<file path="src/sv/cic_pkg.sv">
// ----------------------------------------------------------------------------
// cic_pkg
// Shared types and constants of the citation item checker: status codes,
// scan phases, continuation byte classes and byte limits.
// ----------------------------------------------------------------------------
package cic_pkg;

   localparam int CsrAddrWidth = 4;
   localparam int CsrDataWidth = 64;

   // status codes of one finished item
   localparam logic [2:0] ST_OK       = 3'd0;
   localparam logic [2:0] ST_TEXT     = 3'd1;
   localparam logic [2:0] ST_LEAD0    = 3'd2;
   localparam logic [2:0] ST_OVERFLOW = 3'd3;
   localparam logic [2:0] ST_RANGE    = 3'd4;
   localparam logic [2:0] ST_NO_FINAL = 3'd5;
   localparam logic [2:0] ST_NONE     = 3'd0;

   // allowed range of the next continuation byte
   localparam logic [2:0] CLS_ANY  = 3'd0;
   localparam logic [2:0] CLS_A0BF = 3'd1;
   localparam logic [2:0] CLS_809F = 3'd2;
   localparam logic [2:0] CLS_90BF = 3'd3;
   localparam logic [2:0] CLS_808F = 3'd4;

   localparam logic [7:0] BYTE_SPACE   = 8'h20;
   localparam logic [7:0] BYTE_DEL     = 8'h7f;
   localparam logic [7:0] BYTE_CONT_LO = 8'h80;
   localparam logic [7:0] BYTE_CONT_HI = 8'hbf;
   localparam logic [7:0] BYTE_LEAD2_LO = 8'hc2;
   localparam logic [7:0] BYTE_LEAD2_HI = 8'hdf;
   localparam logic [7:0] BYTE_E0      = 8'he0;
   localparam logic [7:0] BYTE_ED      = 8'hed;
   localparam logic [7:0] BYTE_EF      = 8'hef;
   localparam logic [7:0] BYTE_F0      = 8'hf0;
   localparam logic [7:0] BYTE_F4      = 8'hf4;
   localparam logic [7:0] BYTE_A0      = 8'ha0;
   localparam logic [7:0] BYTE_9F      = 8'h9f;
   localparam logic [7:0] BYTE_90      = 8'h90;
   localparam logic [7:0] BYTE_8F      = 8'h8f;
   localparam logic [7:0] BYTE_ZERO    = 8'h30;
   localparam logic [7:0] BYTE_NINE    = 8'h39;
   localparam logic [7:0] BYTE_OPEN    = 8'h5b;
   localparam logic [7:0] BYTE_CLOSE   = 8'h5d;

   // largest value that may take one more digit: (2^64-1-d)/10
   localparam logic [63:0] VAL_LIMIT_HI = 64'd1844674407370955161;
   localparam logic [63:0] VAL_LIMIT_LO = 64'd1844674407370955160;

   typedef enum logic [1:0] {
      PHASE_IDLE   = 2'd0,
      PHASE_OPEN   = 2'd1,
      PHASE_DIGITS = 2'd2
   } scan_phase_type;

   // one byte taken into the checkers
   typedef struct packed {
      logic fire;   // a byte is processed this cycle
      logic done;   // item ends here, state clears
      logic empty;  // item has no bytes
   } cic_step_type;

endpackage

</file>
<file path="src/sv/cic_cite_scan.sv">
// ----------------------------------------------------------------------------
// cic_cite_scan
// Bracketed decimal citation scanner with leading zero, overflow and range
// checks, one byte per cycle when step.fire is set.
// ----------------------------------------------------------------------------
module cic_cite_scan
   import cic_pkg::*;
(
   input  logic         clock,
   input  logic         reset,
   input  cic_step_type step,
   input  logic [7:0]   data_byte,
   input  logic [63:0]  cite_limit,
   output logic [2:0]   cite_err,
   output logic         closed_ok
);

   scan_phase_type phase_ff, phase_in;
   logic [63:0] value_ff, value_in;
   logic [2:0]  err_ff, err_in;
   logic        found_ff, found_in;
   logic        is_digit;
   logic [3:0]  digit;
   logic [63:0] limit;
   logic        over;
   logic        range_bad;
   logic [63:0] value_x10;

   assign is_digit  = (data_byte >= BYTE_ZERO) && (data_byte <= BYTE_NINE);
   assign digit     = data_byte[3:0];
   assign limit     = (digit <= 4'd5) ? VAL_LIMIT_HI : VAL_LIMIT_LO;
   assign over      = value_ff > limit;
   assign range_bad = (value_ff == 64'd0) || (value_ff > cite_limit);
   assign value_x10 = {value_ff[60:0], 3'b000} + {value_ff[62:0], 1'b0};

   // next phase
   always_comb begin
      phase_in = phase_ff;
      if (err_ff == ST_NONE) begin
         if (phase_ff == PHASE_OPEN && is_digit) begin
            phase_in = (digit == 4'd0) ? PHASE_IDLE : PHASE_DIGITS;
         end else if (phase_ff == PHASE_DIGITS && is_digit) begin
            phase_in = over ? PHASE_IDLE : PHASE_DIGITS;
         end else if (phase_ff == PHASE_DIGITS && data_byte == BYTE_CLOSE) begin
            phase_in = PHASE_IDLE;
         end else begin
            phase_in = (data_byte == BYTE_OPEN) ? PHASE_OPEN : PHASE_IDLE;
         end
      end
   end

   // value, error and citation flags
   always_comb begin
      value_in  = value_ff;
      err_in    = err_ff;
      found_in  = found_ff;
      closed_ok = 1'b0;
      if (err_ff == ST_NONE) begin
         if (phase_ff == PHASE_OPEN && is_digit) begin
            if (digit == 4'd0) begin
               err_in = ST_LEAD0;
            end else begin
               value_in = 64'(digit);
            end
         end else if (phase_ff == PHASE_DIGITS && is_digit) begin
            if (over) begin
               err_in = ST_OVERFLOW;
            end else begin
               value_in = value_x10 + 64'(digit);
            end
         end else if (phase_ff == PHASE_DIGITS && data_byte == BYTE_CLOSE) begin
            if (range_bad) begin
               err_in = ST_RANGE;
            end else begin
               found_in  = 1'b1;
               closed_ok = 1'b1;
            end
         end
      end
   end

   assign cite_err = err_in;

   always_ff @(posedge clock) begin
      if (reset) begin
         phase_ff <= PHASE_IDLE;
         value_ff <= 64'd0;
         err_ff   <= ST_NONE;
         found_ff <= 1'b0;
      end else if (step.fire) begin
         if (step.done) begin
            phase_ff <= PHASE_IDLE;
            value_ff <= 64'd0;
            err_ff   <= ST_NONE;
            found_ff <= 1'b0;
         end else begin
            phase_ff <= phase_in;
            value_ff <= value_in;
            err_ff   <= err_in;
            found_ff <= found_in;
         end
      end
   end

endmodule

</file>
<file path="config.mk">
export PLATFORM = sky130hd
export DESIGN_NAME = cic_cite_scan
export DESIGN_NICKNAME = d
export VERILOG_FILES = /design/src/sv/cic_pkg.sv /design/src/sv/cic_cite_scan.sv
export SDC_FILE = /design/constraint.sdc
export NUM_CORES = 1
export LEC_CHECK = 0
export BUFFER_PORTS_ARGS = -buffer_cell sky130_fd_sc_hd__buf_2
export CORE_MARGIN = 1.5
export CORE_UTILIZATION = 40
export CTS_BUF_LIST = sky130_fd_sc_hd__clkbuf_4
export CTS_CLUSTER_DIAMETER = 30
export DETAILED_ROUTE_END_ITERATION = 8
export GPL_ROUTABILITY_DRIVEN = 0
export MAX_ROUTING_LAYER = met4
export PLACE_DENSITY = 0.69
export SYNTH_ARGS = -nofsm -noshare
export SYNTH_HDL_FRONTEND = slang
export SYNTH_SLANG_ARGS = --single-unit
</file>
<file path="constraint.sdc">
create_clock -name clock -period 3.5 [get_ports clock]
set_clock_uncertainty 0.1 [all_clocks]
set_input_delay 0.175 -clock clock [delete_from_list [all_inputs] [get_ports clock]]
set_output_delay 0.175 -clock clock [all_outputs]
set_load 0.01 [all_outputs]
</file>
Word level (Yosys, flattened, before mapping):

Index checks and enable logic that the tools add are counted.

* register bits after elaboration: 69
* input bits: 77
* output and inout bits: 4
* word-level logic and storage cells: 56

* $add $sub $neg: 2
* $lt $le $gt $ge: 5
* eq/ne operators: 6
* multiplexer cells: 28
* reduce and logical (&&, ||, !) cells: 12

Operators by type and width (count)
* 64-bit 2-to-1 mux: 6
* 64-bit by 4-bit adder with 64-bit output: 1
* 64-bit adder: 1
* 64-bit by 61-bit > comparator with 1-bit output: 1
* 64-bit > comparator: 1
* 64-bit zero test: 1
* 3-bit 2-to-1 mux: 8
* 8-bit by 7-bit == test with 1-bit output (second input constant): 2
* 2-bit 2-to-1 mux: 6
* 8-bit by 6-bit greater-or-equal comparator with 1-bit output (second input constant): 1
* 8-bit by 6-bit less-or-equal comparator with 1-bit output (second input constant): 1
* 1-bit 2-to-1 mux: 8
* 5-bit AND reduction: 1
* 4-bit by 3-bit less-or-equal comparator with 1-bit output (second input constant): 1
* 1-bit logical AND: 4
* 4-bit zero test: 1
* 3-bit zero test: 1
* 3-bit by 2-bit inequality test with 1-bit output (second input constant): 1
* 3-bit inequality test (second input constant): 1
* 3-bit nonzero test: 1
* 2-bit by 1-bit == test with 1-bit output (second input constant): 1
* 2-bit == test (second input constant): 1
* 2-bit AND reduction: 1
* 2-bit nonzero test: 1
* 1-bit logical OR: 1

Longest topological paths before layout:

* word-level depth: 8
* depth in mapped cells: 16
* depth with buffers taken out: 16

Worst setup path before layout:

No wires, ideal clock.

* kind: reg2reg
* from: register value_ff[0]
* to: register value_ff[57]
* setup time: 0.124 ns
* data arrival time: 3.438 ns
* path slack: -0.162 ns
* stages on the path, launching flop included: 15
* period minus slack after synthesis: 3.662 ns
* cells stage by stage: dfxtp_1 > fa_1 > ha_1 > a21oi_1 > nor2b_1 > a311o_1 > a221oi_4 > o21ai_2 > a41o_1 > a21oi_2 > nor2_1 > a211o_1 > a221oi_2 > xor2_1 > o21ai_0

* longest elaborated chain between the ends: 7
* elaborated cells on any way between the ends: 10

RTL lines
* start: declaration: line cic_cite_scan.sv:19 `logic [63:0] value_ff, value_in;`
* start signal: assignment: line cic_cite_scan.sv:98 `value_ff <= value_in;`
* 64-bit adder: line cic_cite_scan.sv:34 `assign value_x10 = {value_ff[60:0], 3'b000} + {value_ff[62:0], 1'b0};`
* 64-bit by 4-bit adder with 64-bit output: line cic_cite_scan.sv:69 `value_in = value_x10 + 64'(digit);`
* 64-bit 2-to-1 mux: line cic_cite_scan.sv:66 `if (over) begin`
* 64-bit 2-to-1 mux: line cic_cite_scan.sv:65 `end else if (phase_ff == PHASE_DIGITS && is_digit) begin`
* 64-bit 2-to-1 mux: line cic_cite_scan.sv:59 `if (phase_ff == PHASE_OPEN && is_digit) begin`
* 64-bit 2-to-1 mux: line cic_cite_scan.sv:58 `if (err_ff == ST_NONE) begin`
* 64-bit 2-to-1 mux: line cic_cite_scan.sv:91 `if (step.done) begin`

Several ways; a longest one is shown, not always the timed one. The select of a mux whose other input is x is not followed.
A chain may end at the register's enable or synchronous reset.

Worst setup path after layout:

* from: register value_ff[4]
* to: output port cite_err[2]

* longest elaborated chain between the ends: 7
* elaborated cells on any way between the ends: 10

RTL lines
* 64-bit > comparator or 64-bit zero test (tied branches): line cic_cite_scan.sv:33 `assign range_bad = (value_ff == 64'd0) || (value_ff > cite_limit);`
* 1-bit logical OR: line cic_cite_scan.sv:33
* 3-bit 2-to-1 mux: line cic_cite_scan.sv:72 `if (range_bad) begin`
* 3-bit 2-to-1 mux: line cic_cite_scan.sv:71 `end else if (phase_ff == PHASE_DIGITS && data_byte == BYTE_CLOSE) begin`
* 3-bit 2-to-1 mux (*): line cic_cite_scan.sv:65
* 3-bit 2-to-1 mux (*): line cic_cite_scan.sv:59
* 3-bit 2-to-1 mux (*): line cic_cite_scan.sv:58
* end: declaration: line cic_cite_scan.sv:14 `output logic [2:0] cite_err,`

Mark *: on every way between the ends. The rest lies on a longest branch, timed or not.

==> results_dict.tcl <==
set metrics [dict create \
    cts_tree "built" \
    async_flop_share_pct 0 \
    cts_buffer_depth 2 \
    clock.fmax_mhz 281 \
    synthFlopType "dfxtp_1" \
    p_seq_share_pct 48.2 \
    violations "setup timing" \
    synth_area_leaders "ha_1, dfxtp_1, a21o_1" \
    crit_required_ps 3220 \
    area_growth_pct 30.3 \
    cts_buffers 9 \
    nets 1615 \
    switchingPower_uw 465 \
    drc 0 \
    synth_fa_ha_area_share_pct 27.4 \
    synth_mux_area_share_pct 0.360 \
    cp-start-kind "flip-flop" \
    final.setup.worst_slack_ps -52.7 \
    peakVddDrop_mv 0.0792 \
    cts-root-buf "clkbuf_4" \
    ff2ff_setup_slack_ps -30 \
    cap_violations 0 \
    crit_fanout 3 \
    final_max_slew_viol_count 0 \
    route.vias.total 9167 \
    dpl_worst_slack_ps -155 \
    finalCritPeriodShare_pct 102 \
    synth.distinct_cells 72 \
    insertion_delay_ps 500 \
    ant_nets 0 \
    yosys.area_share.xor_xnor_pct 6.16 \
    rsz0062_at_grt "yes" \
    track_usage_pct 24.4 \
    worst_pin_slew_ps 626 \
    synth_most_common_cell "ha_1" \
    ys_top_cells_by_count "ha_1, a21oi_1, inv_1" \
    clkTransAtPathRegs_ps 150 \
    syn-num-nets 1367 \
    grt_max_degree 39 \
    powerDensity_mw_per_mm2 145 \
    row_count 53 \
    dpl.hpwl_um 21300 \
    overflow 0 \
    placed_area_mm2 0.0105 \
    synth.top_cell.area_share_pct 27.0 \
    synth_warnings 0 \
    synth_area_per_cell_um2 7.88 \
    cts.sink_count 69 \
    synth_compound_area_share_pct 28.1 \
    io_pins 81 \
    setup_viol 4 \
    p_comb_share_pct 12.0 \
    pwr-share-clk_pct 39.8 \
    portBuffers 79 \
    netlist_area_mm2 0.00868 \
    worst_hold_slack_ps 72.9 \
    grt_first_pass_wirelength_um 42700 \
    drive_above_1_share_pct 27.9 \
    routed_via_density 5.62 \
    fin_util_pct 53.5 \
    swShare_pct 28.4 \
    criticalPathCategory "flip-flop to output pin" \
    min_path_type "input port to flip-flop" \
    finalHoldViolCount 0 \
    synth-edff-count 0 \
    grt_pass1_vias 8731 \
    die_x_um 150 \
    drtPass1Iterations 5 \
    synth_seq_cells 69 \
    syn_inst 1101 \
    design.die.area_mm2 0.0226 \
    finalWirelength_um 27000 \
    htreeDepth 3 \
    outcome "finished, violations left" \
    end_kind "output pin" \
    synth_top_family_by_area "compound AO/OA/AOI/OAI gates" \
    fin_area_mm2 0.0113 \
    die_y_um 150 \
    antenna_found_initial 1 \
    coreArea_mm2 0.0212 \
    worstPathArrival_ps 3280 \
    drt-initial-drc-count 532 \
    maxSlewHeadroom_pct 57.9 \
    ys_seq_area_share_pct 15.9 \
    synth_top_area_cell "ha_1" \
    start_util_pct 41.0 \
    cellLeakagePower_uw 0.00613 \
    yosys.area_share.simple_pct 15.9 \
    post-route-min-period_ps 3550 \
    intPower_uw 1170 \
    wl_per_cell_um 16.6 \
]
-- final cells by class --
cell class	instances	area (µm²)
multi-input combinational	906	7140
fill	1968	9840
timing repair buffer	276	1930
tap	275	344
sequential	69	1400
clock buffer	10	75.1
inverter	87	327
antenna	1	2.50
clock inverter	6	87.6
-- logic make-up after synthesis --
| group | count (synthesis) |
|---|---|
| AOI/OAI and AO/OA | 365 |
| xor gates and xnor gates | 61 |
| adders and majority gates | 189 |
| buffers and inverters | 126 |
| DFF | 69 |
| muxes | 3 |
| and+or+nand+nor | 288 |
-- placed cells by master (no fill, tap or decap), types with 44 or more instances in the layout --
cell type and count:
ha_1 181, inv_1 87, nand2_1 79, buf_2 78, buf_4 182, o21ai_0 44, nor2_1 81, dfxtp_1 56
a21oi_1 82, a21o_1 65
-- power groups by stage --
stage	clock [µW]	sequential (µW)	combinational [µW]
global route	686	788	220
detailed placement	0	806	183
global placement	0	806	178
CTS	660	789	191
finish	651	788	196
floorplan	0	806	98.5
-- final timing paths --
kind                start            to  cells past startpoint
min reg2reg  value_ff[63]  value_ff[63]                      2
min               step[1]   value_ff[0]                      4
max           value_ff[4]   cite_err[2]                     15
max reg2reg   value_ff[2]  value_ff[41]                     15
-- critical path, stage by stage (launching register included) --
cell and delay, ps:
dfxtp_4 390, buf_6 120, buf_6 110, ha_4 140, a21o_1 140, a21o_1 160, a21oi_2 150, nor2_2 60
a211oi_2 160, o211a_1 230, o211ai_1 160, a221oi_2 290, a2bb2oi_2 240, nor2_2 80, or2_4 240, buf_6 120
-- repair_timing --
action                                  4_1_cts  5_1_grt
endpoints found under the hold margin         6        0
endpoints found under the setup margin       15       51
setup buffers                                15        6
hold buffers                                  4        0
resized for setup                            35       68
pin swaps                                    39       32
-- flip-flops by register name (all words and copies together) (netlist names) --
name,flops
err_ff,3
phase_ff,2
value_ff,64
-- per-stage QoR --
step,power (µW),cells,TNS (ps)
floorplan,905,1101,-9.81
global placement,984,1589,-332
detailed placement,989,1589,-702
CTS,1640,1624,-289
global route,1690,1630,-1540
finish,1640,1630,-114
-- metal layers --
layer  vias to the layer above  track usage (%)  wire (µm)
li1                       4563                -          -
met1                      4335             30.6      12100
met2                       228             40.1      13000
met3                        41             3.27       1310
met4                         0             8.48        628
met5                         -                -          0
Note: power is estimated with default switching activity, not from simulation.
